[src/rtl/core/g3_fax_eol_pad_dle_stuffer_core_defines.svh]
// Assertion helpers shared by the stuffer core.
`ifndef G3_FAX_EOL_PAD_DLE_STUFFER_CORE_DEFINES_SVH
`define G3_FAX_EOL_PAD_DLE_STUFFER_CORE_DEFINES_SVH

// Same-cycle implication, checked outside reset.
`define G3FAX_ASSERT_SAME(label, ante, cons, msg) \
  label: assert property (@(posedge clk_i) disable iff (!rst_ni) (ante) |-> (cons)) \
    else $error(msg);

// Next-cycle implication, checked outside reset.
`define G3FAX_ASSERT_NEXT(label, ante, cons, msg) \
  label: assert property (@(posedge clk_i) disable iff (!rst_ni) (ante) |=> (cons)) \
    else $error(msg);

`endif

[src/rtl/core/g3fax_pkg.sv]
`timescale 1ns / 1ps
package g3fax_pkg;

  localparam int unsigned G3FAX_MAX_PAD = 61;

  localparam logic [4:0] EolZeros     = 5'd11;
  localparam logic [4:0] ZeroByteBits = 5'd8;
  localparam logic [7:0] DleCode      = 8'h10;
  localparam logic [5:0] LineSat      = 6'd63;

  typedef enum logic [1:0] {
    REG_PAD_LENGTH     = 2'd0,
    REG_DLE_ESCAPE_ON  = 2'd1,
    REG_BIT_REVERSE_ON = 2'd2
  } cfg_reg_e;

  typedef struct packed {
    logic [7:0] data_byte;
    logic       page_last;
  } in_t;

  typedef struct packed {
    logic [7:0] out_byte;
    logic       run_last;
  } out_t;

  typedef struct packed {
    logic [3:0] zero_run;
    logic [5:0] line_bytes;
  } line_state_t;

  typedef struct packed {
    logic [5:0] fill;
    logic [7:0] ob;
    logic       dle;
  } job_t;

  function automatic logic [3:0] lead_zeros(input logic [7:0] b);
    logic [3:0] n;
    logic       hit;
    n   = 4'd0;
    hit = 1'b0;
    for (int i = 7; i >= 0; i--) begin
      if (!hit && !b[i]) begin
        n = n + 4'd1;
      end else begin
        hit = 1'b1;
      end
    end
    return n;
  endfunction

  function automatic logic [3:0] trail_zeros(input logic [7:0] b);
    logic [3:0] n;
    logic       hit;
    n   = 4'd0;
    hit = 1'b0;
    for (int i = 0; i < 8; i++) begin
      if (!hit && !b[i]) begin
        n = n + 4'd1;
      end else begin
        hit = 1'b1;
      end
    end
    return n;
  endfunction

  function automatic logic [7:0] reverse8(input logic [7:0] b);
    logic [7:0] r;
    for (int i = 0; i < 8; i++) begin
      r[7-i] = b[i];
    end
    return r;
  endfunction

endpackage

[src/rtl/core/g3fax_step.sv]
`timescale 1ns / 1ps
module g3fax_step import g3fax_pkg::*; #(
  parameter int unsigned MAX_PAD = G3FAX_MAX_PAD
) (
  input  in_t         item_i,
  input  line_state_t state_i,
  input  logic [5:0]  pad_length_i,
  input  logic        dle_escape_on_i,
  input  logic        bit_reverse_on_i,
  output line_state_t state_o,
  output job_t        job_o
);

  localparam logic [5:0] MaxPad = 6'(MAX_PAD);

  logic [5:0] pad;
  logic [5:0] lb_inc;
  logic [4:0] zr_sum;
  logic [4:0] eol_sum;
  logic       eol;
  logic [7:0] b;

  assign b      = item_i.data_byte;
  assign pad    = (pad_length_i > MaxPad) ? MaxPad : pad_length_i;
  assign lb_inc = (state_i.line_bytes == LineSat) ? LineSat : state_i.line_bytes + 6'd1;
  assign zr_sum = {1'b0, state_i.zero_run} + ZeroByteBits;
  assign eol_sum = {1'b0, state_i.zero_run} + {1'b0, lead_zeros(b)};
  assign eol    = (b != 8'd0) && (eol_sum >= EolZeros);

  always_comb begin
    state_o    = state_i;
    job_o.fill = 6'd0;
    if (b == 8'd0) begin
      state_o.zero_run   = (zr_sum > EolZeros) ? EolZeros[3:0] : zr_sum[3:0];
      state_o.line_bytes = lb_inc;
    end else begin
      state_o.zero_run = trail_zeros(b);
      if (eol) begin
        // Pad the line that just ended up to the minimum length.
        if (lb_inc < pad) begin
          job_o.fill = pad - lb_inc;
        end
        state_o.line_bytes = 6'd0;
      end else begin
        state_o.line_bytes = lb_inc;
      end
    end
    if (item_i.page_last) begin
      state_o.zero_run   = 4'd0;
      state_o.line_bytes = LineSat;
    end
    job_o.ob  = bit_reverse_on_i ? reverse8(b) : b;
    job_o.dle = dle_escape_on_i && (job_o.ob == DleCode);
  end

endmodule

[src/rtl/core/g3_fax_eol_pad_dle_stuffer_core.sv]
`timescale 1ns / 1ps
// G3 fax end-of-line padding and DLE stuffing core.
// Input channel (in_valid_i / in_stall_o / in_data_i) takes one coded byte per
// transfer, with page_last marking the final byte of a page. Output channel
// (out_valid_o / out_stall_i / out_data_o) gives zero fill bytes, then the
// (optionally bit-reversed) data byte, then a second DLE when escaping applies;
// run_last marks the final output of each input byte.
// The first output of an input byte is offered in the cycle after its
// transfer. Throughput: one input byte per cycle if each byte makes one output
// and the receiver does not stall; a byte with F fill bytes and D doubled DLEs
// (0 or 1) holds the input over 1 + F + D outputs via the single job register.
// The job register frees in the cycle its last output transfers, so the next
// byte is taken in that same cycle.
// Configuration: cfg_we_i writes register cfg_index_i (0 pad length,
// 1 DLE escape, 2 bit reverse) from cfg_wdata_i; write only while idle.
// Reset: no job pending, pad length 0, escape and reverse on, line state at
// page start (first line end of a page is never padded).
// Receiver stall holds the current output and, through the job register,
// stalls the input side; no output is lost or repeated.
module g3_fax_eol_pad_dle_stuffer_core import g3fax_pkg::*; #(
  parameter int unsigned MAX_PAD = G3FAX_MAX_PAD
) (
  input  logic       clk_i,
  input  logic       rst_ni,
  input  logic       cfg_we_i,
  input  logic [1:0] cfg_index_i,
  input  logic [5:0] cfg_wdata_i,
  input  logic       in_valid_i,
  output logic       in_stall_o,
  input  in_t        in_data_i,
  output logic       out_valid_o,
  input  logic       out_stall_i,
  output out_t       out_data_o
);

`include "g3_fax_eol_pad_dle_stuffer_core_defines.svh"

  logic [5:0]  pad_length_q;
  logic        dle_escape_on_q;
  logic        bit_reverse_on_q;
  line_state_t state_q, state_d;
  job_t        job_q, job_d;
  job_t        new_job;
  logic        job_valid_q, job_valid_d;
  logic        byte_sent_q, byte_sent_d;
  logic        in_xfer, out_xfer, job_done;

  // Configuration registers; unknown indexes are ignored.
  always_ff @(posedge clk_i or negedge rst_ni) begin
    if (!rst_ni) begin
      pad_length_q     <= 6'd0;
      dle_escape_on_q  <= 1'b1;
      bit_reverse_on_q <= 1'b1;
    end else if (cfg_we_i) begin
      case (cfg_index_i)
        REG_PAD_LENGTH:     pad_length_q     <= cfg_wdata_i;
        REG_DLE_ESCAPE_ON:  dle_escape_on_q  <= cfg_wdata_i[0];
        REG_BIT_REVERSE_ON: bit_reverse_on_q <= cfg_wdata_i[0];
        default: ;
      endcase
    end
  end

  // Line state update and job build for the byte at the input.
  g3fax_step #(
    .MAX_PAD(MAX_PAD)
  ) u_step (
    .item_i          (in_data_i),
    .state_i         (state_q),
    .pad_length_i    (pad_length_q),
    .dle_escape_on_i (dle_escape_on_q),
    .bit_reverse_on_i(bit_reverse_on_q),
    .state_o         (state_d),
    .job_o           (new_job)
  );

  // Output selection: fill zeros first, then the byte, then the extra DLE.
  always_comb begin
    out_valid_o = job_valid_q;
    if (job_q.fill != 6'd0) begin
      out_data_o.out_byte = 8'd0;
      out_data_o.run_last = 1'b0;
    end else if (!byte_sent_q) begin
      out_data_o.out_byte = job_q.ob;
      out_data_o.run_last = !job_q.dle;
    end else begin
      out_data_o.out_byte = DleCode;
      out_data_o.run_last = 1'b1;
    end
  end

  assign out_xfer   = job_valid_q && !out_stall_i;
  assign job_done   = out_xfer && out_data_o.run_last;
  // Accept a new byte when the job register is empty or drains this cycle.
  assign in_stall_o = job_valid_q && !job_done;
  assign in_xfer    = in_valid_i && !in_stall_o;

  always_comb begin
    job_d       = job_q;
    job_valid_d = job_valid_q;
    byte_sent_d = byte_sent_q;
    if (out_xfer) begin
      if (job_q.fill != 6'd0) begin
        job_d.fill = job_q.fill - 6'd1;
      end else if (!byte_sent_q) begin
        byte_sent_d = 1'b1;
      end
      if (job_done) begin
        job_valid_d = 1'b0;
      end
    end
    if (in_xfer) begin
      job_d       = new_job;
      job_valid_d = 1'b1;
      byte_sent_d = 1'b0;
    end
  end

  always_ff @(posedge clk_i or negedge rst_ni) begin
    if (!rst_ni) begin
      job_valid_q        <= 1'b0;
      byte_sent_q        <= 1'b0;
      state_q.zero_run   <= 4'd0;
      state_q.line_bytes <= LineSat;
    end else begin
      job_valid_q <= job_valid_d;
      byte_sent_q <= byte_sent_d;
      if (in_xfer) begin
        state_q <= state_d;
      end
    end
  end

  always_ff @(posedge clk_i) begin
    job_q <= job_d;
  end

  `G3FAX_ASSERT_SAME(a_fill_is_zero, out_valid_o && (job_q.fill != 6'd0), out_data_o.out_byte == 8'd0 && !out_data_o.run_last, "fill output not a plain zero")
  `G3FAX_ASSERT_SAME(a_stall_needs_job, in_stall_o, out_valid_o, "input stalled with no pending output")
  `G3FAX_ASSERT_NEXT(a_drain_empties, job_done && !in_xfer, !out_valid_o, "output still valid after last transfer")
  `G3FAX_ASSERT_NEXT(a_mid_job_holds, out_xfer && !out_data_o.run_last, out_valid_o, "job ended before its last output")

endmodule
[config.mk]
export PLATFORM = sky130hd
export DESIGN_NAME = g3_fax_eol_pad_dle_stuffer_core
export DESIGN_NICKNAME = d
export VERILOG_FILES = /design/src/rtl/core/g3fax_pkg.sv /design/src/rtl/core/g3fax_step.sv /design/src/rtl/core/g3_fax_eol_pad_dle_stuffer_core.sv
export VERILOG_INCLUDE_DIRS = /design/src /design/src/rtl/core
export SDC_FILE = /design/constraint.sdc
export NUM_CORES = 1
export LEC_CHECK = 0
export BUFFER_PORTS_ARGS = -buffer_cell sky130_fd_sc_hd__buf_4
export CAP_MARGIN = 25
export CORE_AREA = 2 2 82 84
export CTS_CLUSTER_DIAMETER = 100
export CTS_CLUSTER_SIZE = 10
export DETAILED_ROUTE_END_ITERATION = 12
export DIE_AREA = 0 0 84 86
export PLACE_DENSITY = 0.67
export SYNTH_ARGS = -nofsm -noshare
export SYNTH_HDL_FRONTEND = slang
export SYNTH_SLANG_ARGS = --single-unit
[constraint.sdc]
create_clock -name clk_i -period 3.3 [get_ports clk_i]
set_input_delay 0.33 -clock clk_i [delete_from_list [all_inputs] [get_ports clk_i]]
set_output_delay 0.33 -clock clk_i [all_outputs]
set_load 0.02 [all_outputs]
# == Word level (Yosys, flattened, before mapping) ==
# Cells that the tools add are included.
# word_totals
n_memories,0
mem_bits_rw,0
latch_bits,0
register_bits,35
elab_cells,161
mem_bits_ro,0
# op_classes
mux,65
bitwise,0
eq_ne,5
magnitude_cmp,4
multipliers,0
add_sub_neg,19
div_mod_pow,0
n_shift,0
reduce_logical,58
# op_table
cell,n
2-to-1 mux 4 bit,22
"adder 4 x 1 -> 4 bit, second input constant",14
2-to-1 mux 6 bit,8
2-to-1 mux 1 bit,29
zero test 1 bit,25
logical AND 1 bit,20
2-to-1 mux 10 bit,2
2-to-1 mux 9 bit,2
2-to-1 mux 15 bit,1
AND reduction 2 bit,6
"equality test 8 x 5 -> 1 bit, second input constant",1
zero test 8 bit,1
2-to-1 mux 8 bit,1
nonzero test 8 bit,1
"adder 6 x 1 -> 6 bit, second input constant",1
"equality test 6 bit, second input constant",1
"greater-than comparator 6 bit, second input constant",1
< comparator 6 bit,1
nonzero test 2 bit,3
nonzero test 6 bit,1
"subtractor 6 x 1 -> 6 bit, second input constant",1
subtractor 6 bit,1
adder 4 x 4 -> 5 bit,1
"adder 4 x 4 -> 5 bit, second input constant",1
other kinds (6),6

# == Logic depth before layout (Yosys ltp) ==
# Gate-level depths: netlist of run 1.
# depth
word_depth,31
mapped_depth,22
ltp_nobuf,20

# == Hierarchy ==
# From an unflattened synthesis of run 1, not the netlist that was laid out.
# hier_totals
cells_unflattened,301
area_unflattened_um2,2884.0
# by_module_without_submodules
module,cells_per_inst,seq_area_each_um2,area_per_inst_um2,n_inst
g3_fax_eol_pad_dle_stuffer_core,103,960.9,1554.0,1
g3fax_step,198,0.0,1330.0,1

# == Worst setup path before layout of run 1 ==
# OpenSTA, ideal clock, no wires.
# synth_path
path_type,input to register
startpoint,in in_data_i[7] (netlist name)
endpoint,reg job_q[14] (netlist name) (data pin)
path_slack_ns,-1.073
t_required_ns,3.131
setup_ns,0.169
cell_stages,21
arrival_time_ns,4.204
path_cell_list,clkbuf_1 > inv_1 > a21oi_1 > ha_1 > mux2i_1 > a21boi_0 > ha_1 > nor2_1 > a21oi_1 > a211oi_1 > nor3_1 > ha_1 > mux2i_1 > fa_1 > nor2b_1 > o22ai_1 > a211oi_2 > o21ai_1 > or3_1 > clkbuf_1 > o31ai_1
# synth_rtl
item,line,text
from (decl),g3_fax_eol_pad_dle_stuffer_core.sv:30,"input in_t in_data_i,"
to (signal assigned),g3_fax_eol_pad_dle_stuffer_core.sv:135,job_q <= job_d;
to (decl),g3_fax_eol_pad_dle_stuffer_core.sv:42,"job_t job_q, job_d;"

==> reports/summary.txt, run 1 <==
Number of flops mapped to enable cells by yosys = 15
Area share of the largest cell type after synthesis = 0.161
Pre-Repair DR Iteration Count = 4
DR vias = 2535
Gate count of the mapped netlist = 310
CTS clk-pin slew, worst paths = 0.07 ns
Seq/Total Area, Yosys = 0.344
Worst-Margin Slew = 0.507 ns
Clock tree buffer depth = 2
Required @ worst endpoint = 3.44 ns
Library cells used by synthesis = 57
Asr flop ratio synth = 0.571
Period utilisation layout = 1.14
Crit-path max FO = 6
Peak VDD IR = 0.000380 V
Core area = 0.00628 mm^2
Outcome = finished, violations left
Reg2reg setup slack = 0.36 ns
GRT overflow = 0
Global-route wire length before repair = 11900 um
Failing checks = setup timing
WL final = 6980 um
Syn-to-layout area delta = 36.2%
Arr. time, crit path = 3.91 ns
Die height = 86 um
Starting DRT DRC Count = 119
Final Hold Fails = 0
Core Util, Final = 0.606
Die Span X = 84 um
DR DRC count = 0
Final GP Congestion = 0.829
Final setup vio count = 12
Final worst setup slack = -0.466 ns
Clock skew = 0.00719 ns
CTS tree = yes
Nets = 426
Yosys reg bits = 35
Dpl hpwl = 5220 um
Period minus WS final = 3.77 ns
Antenna viol nets, final = 0
CTS buffer count = 5
CTS Root Cell = clkbuf_8
Initial antenna violation count = 0
Worst setup EP type = flip-flop
CTS sink cnt = 35
Dpl ws = -1.13 ns
Rows = 29
Routed len/inst = 15.2 um
Top post-synthesis cells by area = edfxtp_1 (16%), dfrtp_1 (11%), ha_1 (9.9%)
Initial Util = 0.445
Largest net degree at the start of global routing = 23
WS Path Type = input port to flip-flop
I/O Buffers = 32
Hold crit path type = input port to flip-flop
Via density = 5.53
GRT Total Usage = 0.204
Die area = 0.00722 mm^2
Unrepaired setup endpoints after global routing = yes
Synth Warn # = 0
Layout cell share with drive strength beyond 1 = 0.404
Area leader, netlist = edfxtp_1
Vias in the first global route = 2672
Antenna cell count = 0
Slew HR = 0.658
Clock latency on the worst-skew pair = 0.29 ns
F_max = 0.266 GHz
Startpoint Class = input port
Max-cap viol count = 0
# IOs = 33
Post-synth design cell area = 0.00279 mm^2
Avg Cell Area, Syn = 9.01 um^2
H-tree levels = 2
P per Cell Area = 514 mW/mm^2
Synth Flop Type = edfxtp_1
Leakage = 0.00160 uW
Syn Nets = 356
Pins Over Slew Limit = 0
==> report_power, final <==
group	internal, uW	switching, uW	leakage [uW]
Sequential	576	96.2	0.000370
Combinational	429	464	0.00117
Clock	225	165	0.0000581
==> final timing paths <==
check | from | end | depth (start not counted)
setup / recovery | in_data_i[6] | job_q[13] | 21
hold / removal | in_valid_i | out_valid_o | 2
setup reg to reg | state_q[0] | job_q[13] | 12
hold reg to reg | state_q[3] | state_q[3] | 2
max in group asynchronous | rst_ni | dle_escape_on_q | 2
min in group asynchronous | rst_ni | pad_length_q[1] | 2
==> stage by stage <==
stage | cell area, um^2 | std cells | total power (uW) | hold WS (ns) | TNS, ns
2_1_floorplan | 2840 | 310 | 1260 | 0.0344 | -6.37
3_3_place_gp | 3370 | 443 | 1460 | 0.232 | -8.93
3_5_place_dp | 3370 | 443 | 1500 | 0.232 | -11.92
4_1_cts | 3640 | 461 | 1930 | 0.252 | -6.30
5_1_grt | 3800 | 458 | 2110 | 0.260 | -6.03
6_report | 3800 | 458 | 1960 | 0.259 | -4.01
==> layout by cell type (no fill, tap or decap), drive strengths merged, types with 3 or more instances in the layout <==
master	n
nand2	28
inv	16
nand4	3
xnor2	10
o21ai	23
nor3	10
nand2b	6
o31ai	3
a211oi	4
nor2b	8
clkbuf	5
nand3b	5
or2	4
dfrtp	12
mux2	14
edfxtp	15
o22ai	6
and2	9
a21oi	13
mux2i	5
dfstp	8
a21o	3
buf	75
xor2	4
nor2	29
ha	22
nand3	6
==> cell usage after synthesis, types with 2 or more instances <==
cell      number
a211oi_1       3
a21o_1         3
a21oi_1       13
and2_1         9
buf_2          2
clkbuf_1       8
dfrtp_1       12
dfstp_2        8
edfxtp_1      15
fa_1           2
ha_1          22
inv_1         16
mux2_2        14
mux2i_1        5
nand2_1       27
nand2b_1       6
nand3_1        6
nand3b_1       5
nand4_1        3
nor2_1        28
nor2b_1        8
nor3_1        10
nor3b_1        2
o211ai_1       2
o21a_1         2
o21ai_0       22
o21bai_1       2
o22ai_1        6
o31a_1         2
o31ai_1        3
or2_2          4
or2b_1         2
or3_1          2
xnor2_1       10
xor2_1         4
==> state kept, by name, summed over array words and instances, names as in the netlist <==
signal            count
bit_reverse_on_q      1
state_q              10
dle_escape_on_q       1
byte_sent_q           1
out_valid_o           1
job_q                15
pad_length_q          6
==> cell families after synthesis <==
logic type	Yosys count	synth area share
flip-flops	35	0.344
AO/OA/AOI/OAI	70	0.163
buffers and inverters	29	0.0439
XOR/XNOR	14	0.0439
adder cells (fa/ha/maj)	24	0.113
multiplexers	19	0.0744
AND/OR/NAND/NOR	119	0.218
==> critical path, stage by stage <==
cell      delay (ns)
buf_6           0.10
buf_4           0.14
inv_1           0.09
a21oi_1         0.08
or2_2           0.32
o21ai_2         0.10
ha_4            0.23
nor2_2          0.09
a21oi_2         0.05
a211oi_2        0.22
nor3_2          0.07
ha_1            0.30
mux2i_4         0.17
fa_1            0.46
nor2b_2         0.15
o22ai_2         0.09
a211oi_2        0.27
o21ai_2         0.09
or3_4           0.34
buf_6           0.14
o22ai_2         0.07
==> routing by layer <==
layer,GRT usage,part of all wire,vias up
met3,0.0395,0.038,16
met5,0,0,-
li1,-,-,1256
met2,0.380,0.51,57
met1,0.240,0.43,1206
met4,0.0557,0.020,0
==> final cells by class <==
class / count / area, um^2
clock buffers: 5 / 68.8
fillers: 531 / 2470
repair buffers: 76 / 608
flip-flops and latches: 35 / 961
inverters: 16 / 65.1
well taps: 77 / 96.3
multi-input cells: 246 / 1960
clock inverters: 3 / 43.8
==> timing repair <==
action                     CTS  global route
setup buffers               10             1
hold buffers                 1             0
hold endpoints to repair    12             0
pin swaps                   17            31
setup endpoints to repair   13            14
gates resized for setup     18            38
Power figures use the tool's default switching activity.
==> inputs of run 2 (changes only) <==
--- a/config.mk
+++ b/config.mk
@@ -6,14 +6,15 @@
 export SDC_FILE = /design/constraint.sdc
 export NUM_CORES = 1
 export LEC_CHECK = 0
+export ABC_AREA = 1
 export BUFFER_PORTS_ARGS = -buffer_cell sky130_fd_sc_hd__buf_4
 export CAP_MARGIN = 25
-export CORE_AREA = 2 2 82 84
+export CORE_AREA = 2 2 85 87
 export CTS_CLUSTER_DIAMETER = 100
 export CTS_CLUSTER_SIZE = 10
 export DETAILED_ROUTE_END_ITERATION = 12
-export DIE_AREA = 0 0 84 86
-export PLACE_DENSITY = 0.67
+export DIE_AREA = 0 0 87 89
+export PLACE_DENSITY = 0.66
 export SYNTH_ARGS = -nofsm -noshare
 export SYNTH_HDL_FRONTEND = slang
 export SYNTH_SLANG_ARGS = --single-unit
==> run 2 against run 1 <==
  * The run now ends clean
  * Die area up 7.2%
  * Power up 33%
  * Clock power down 17%
  * Non-clock buffer count down 32
  * Worst hold slack gained 0.016 ns
  * Clock-buffer cell count is 2 higher
  * Final cell count increased by 18%
  * Fmax rose by 19%
  * Cell area is 6.4% lower
  * Critical path type unchanged
==> reports/summary.txt, run 2 <==
Outcome = finished clean (was finished, violations left)
Antenna viol nets, final = 0 (unchanged)
Final Hold Fails = 0 (unchanged)
Most frequent cells after synthesis = nand2_1 (119), inv_1 (64), nor2_1 (43) (was nor2_1 (28), nand2_1 (27), ha_1 (22), o21ai_0 (22), inv_1 (16))
CTS tree = yes (unchanged)
Required @ worst endpoint = 3.35 ns (was 3.44 ns)
Via density = 4.91 (was 5.53)
Synth Flop Type = edfxtp_1 (unchanged)
Nets = 505 (was 426)
# IOs = 33 (unchanged)
Library cells used by synthesis = 37 (was 57)
Yosys reg bits = 35 (unchanged)
Starting DRT DRC Count = 110 (was 119)
Area share of the largest cell type after synthesis = 0.153 (was 0.161)
Top post-synthesis cells by area = edfxtp_1 (15%), nand2_1 (15%), dfrtp_1 (10%) (was edfxtp_1 (16%), dfrtp_1 (11%), ha_1 (9.9%))
Area leader, netlist = edfxtp_1 (unchanged)
Pre-Repair DR Iteration Count = 6 (was 4)
Peak VDD IR = 0.000319 V (was 0.000380 V)
Initial Util = 0.439 (was 0.445)
Clock latency on the worst-skew pair = 0.29 ns (about the same)
Pins Over Slew Limit = 0 (unchanged)
Biggest register = job_q (unchanged)
Syn Nets = 461 (was 356)
Initial antenna violation count = 0 (unchanged)
Period utilisation layout = 0.961 (was 1.14)
Die Span X = 87 um (was 84 um)
Dpl cell area = 0.00333 mm^2 (was 0.00337 mm^2)
Arr. time, crit path = 3.22 ns (was 3.91 ns)
P per Cell Area = 731 mW/mm^2 (was 514 mW/mm^2)
Vias in the first global route = 2296 (was 2672)
Non-filler cells, final = 540 (was 458)
Final hold slack = 0.275 ns (was 0.259 ns)
Cell area after layout = 0.00356 mm^2 (was 0.00380 mm^2)
Post-synth design cell area = 0.00295 mm^2 (was 0.00279 mm^2)
Syn-to-layout area delta = 20.6% (was 36.2%)
Layout cell share with drive strength beyond 1 = 0.243 (was 0.404)
Seq/Total Area, Yosys = 0.325 (was 0.344)
H-tree levels = 2 (unchanged)
DR DRC count = 0 (unchanged)
Regs by FF count = job_q x15, state_q x10, pad_length_q x6 (unchanged)
Commonest non-fill, non-tap cell in the layout = nand2_1 (was buf_4)
I/O Buffers = 32 (unchanged)
Startpoint Class = input port (unchanged)
Worst-Margin Slew = 0.378 ns (was 0.507 ns)
Gate count of the mapped netlist = 415 (was 310)
Final setup vio count = 0 (was 12)
Buf+Inv Stages, Crit Path = 8 (was 4)
CTS clk-pin slew, worst paths = 0.07 ns (about the same)
Critical-path top delay cell = fa_2 (was fa_1)
CTS buffer count = 5 (unchanged)
Worst setup EP type = flip-flop (unchanged)
Die area = 0.00774 mm^2 (was 0.00722 mm^2)
Global-route wire length before repair = 9720 um (was 11900 um)
Largest register FFs = 15 (unchanged)
Synth Warn # = 0 (unchanged)
F_max = 0.315 GHz (was 0.266 GHz)
Delay-heaviest family, CP = adder cells (unchanged)
CP most frequent cell = nand2_1
Antenna cell count = 0 (unchanged)
Final GP Congestion = 0.977 (was 0.829)
Hold crit path type = input port to flip-flop (unchanged)
WL final = 6120 um (was 6980 um)
CTS sink cnt = 35 (unchanged)
Unrepaired setup endpoints after global routing = yes (unchanged)
Dpl hpwl = 4920 um (was 5220 um)
CTS Root Cell = clkbuf_8 (unchanged)
Largest net degree at the start of global routing = 25 (was 23)
Number of flops mapped to enable cells by yosys = 15 (unchanged)
DR vias = 2651 (was 2535)
WS Path Type = input port to flip-flop (unchanged)
Number of instances in the placed design = 529 (was 443)
Core area = 0.00672 mm^2 (was 0.00628 mm^2)
GRT overflow = 0 (unchanged)
Crit-path max FO = 6 (unchanged)
Die height = 89 um (was 86 um)
Clock tree buffer depth = 2 (unchanged)
Clock skew = 0.00277 ns (was 0.00719 ns)
GRT Total Usage = 0.160 (was 0.204)
Slew HR = 0.747 (was 0.658)
Avg Cell Area, Syn = 7.12 um^2 (was 9.01 um^2)
Leakage = 0.00193 uW (was 0.00160 uW)
Most frequent cells in the layout = nand2_1 (114), inv_1 (61), nor2_1 (43), buf_4 (40), nand3_1 (28) (was buf_4 (68), nand2_1 (26), nor2_1 (24), ha_1 (18), o21ai_0 (16))
Final worst setup slack = 0.129 ns (was -0.466 ns)
Most frequent cell after synthesis = nand2_1 (was nor2_1)
Dpl ws = -0.204 ns (was -1.13 ns)
Period minus WS final = 3.17 ns (was 3.77 ns)
Max-cap viol count = 0 (unchanged)
Asr flop ratio synth = 0.571 (unchanged)
Routed len/inst = 11.3 um (was 15.2 um)
Rows = 30 (was 29)
Worst path max stage delay = 0.53 ns (was 0.46 ns)
## run 2: cell count changes after synthesis, moves of 9 or more
cell and delta:
nor2_1 +15, inv_1 +48, nand2_1 +92, nand3_1 +30
mux2_2 -10, and2_1 -9
## run 2: cell type report
class                           count  area (um^2)
Inverter                           69          269
Multi-Input combinational cell    304         1790
Tap cell                           80          100
Timing Repair Buffer               44          348
Sequential cell                    35          961
Clock buffer                        7         86.3
Clock inverter                      1         5.00
Fill cell                         654         3160
## run 2: worst paths after layout
kind | from | endpoint | slack (ns) | cells past startpoint
setup / recovery | in_data_i[6] | job_q[14] | 0.13 | 28
hold / removal | cfg_wdata_i[4] | pad_length_q[4] | 0.27 | 2
setup reg to reg | state_q[0] | job_q[14] | 0.49 | 15
hold reg to reg | state_q[6] | state_q[6] | 0.49 | 2
max in group asynchronous | rst_ni | bit_reverse_on_q | 2.56 | 2
min in group asynchronous | rst_ni | pad_length_q[2] | 0.46 | 2
## run 2: routing by layer
metal / wire length, um / vias to the layer above / global-route usage
met1: 2890 / 1202 / 0.213
met2: 2950 / 36 / 0.268
met3: 197 / 8 / 0.0277
met4: 75 / 0 / 0.0497
li1: - / 1405 / -
met5: 0 / - / 0
## run 2: per-stage QoR
step	power, uW	setup TNS, ns	util
6_report	2600	0	0.530
3_3_place_gp	2170	-1.26	0.496
3_5_place_dp	2200	-1.94	0.496
2_1_floorplan	1880	0	-
5_1_grt	2870	-0.417	0.530
4_1_cts	2540	0	0.511
## run 2: timing repair
| item | 4_1_cts | 5_1_grt |
|---|---|---|
| gates resized for setup | 0 | 28 |
| setup endpoints to repair | 0 | 12 |
| hold buffers | 1 | 0 |
| buffers inserted | 0 | 2 |
| hold endpoints to repair | 12 | 0 |
## run 2: report_power, final
| part | switching [uW] | internal, uW | total [uW] |
|---|---|---|---|
| sequential | 94.1 | 622 | 716 |
| clock | 153 | 168 | 322 |
| combinational | 961 | 603 | 1560 |
## run 2: kinds of logic after synthesis
| logic type | share of synthesized area |
|---|---|
| flops | 0.325 |
| simple gates | 0.356 |
| buf+inv | 0.101 |
| fa+ha+maj | 0.107 |
| compound gates | 0.0691 |
| mux | 0.0153 |
| xor+xnor | 0.0267 |
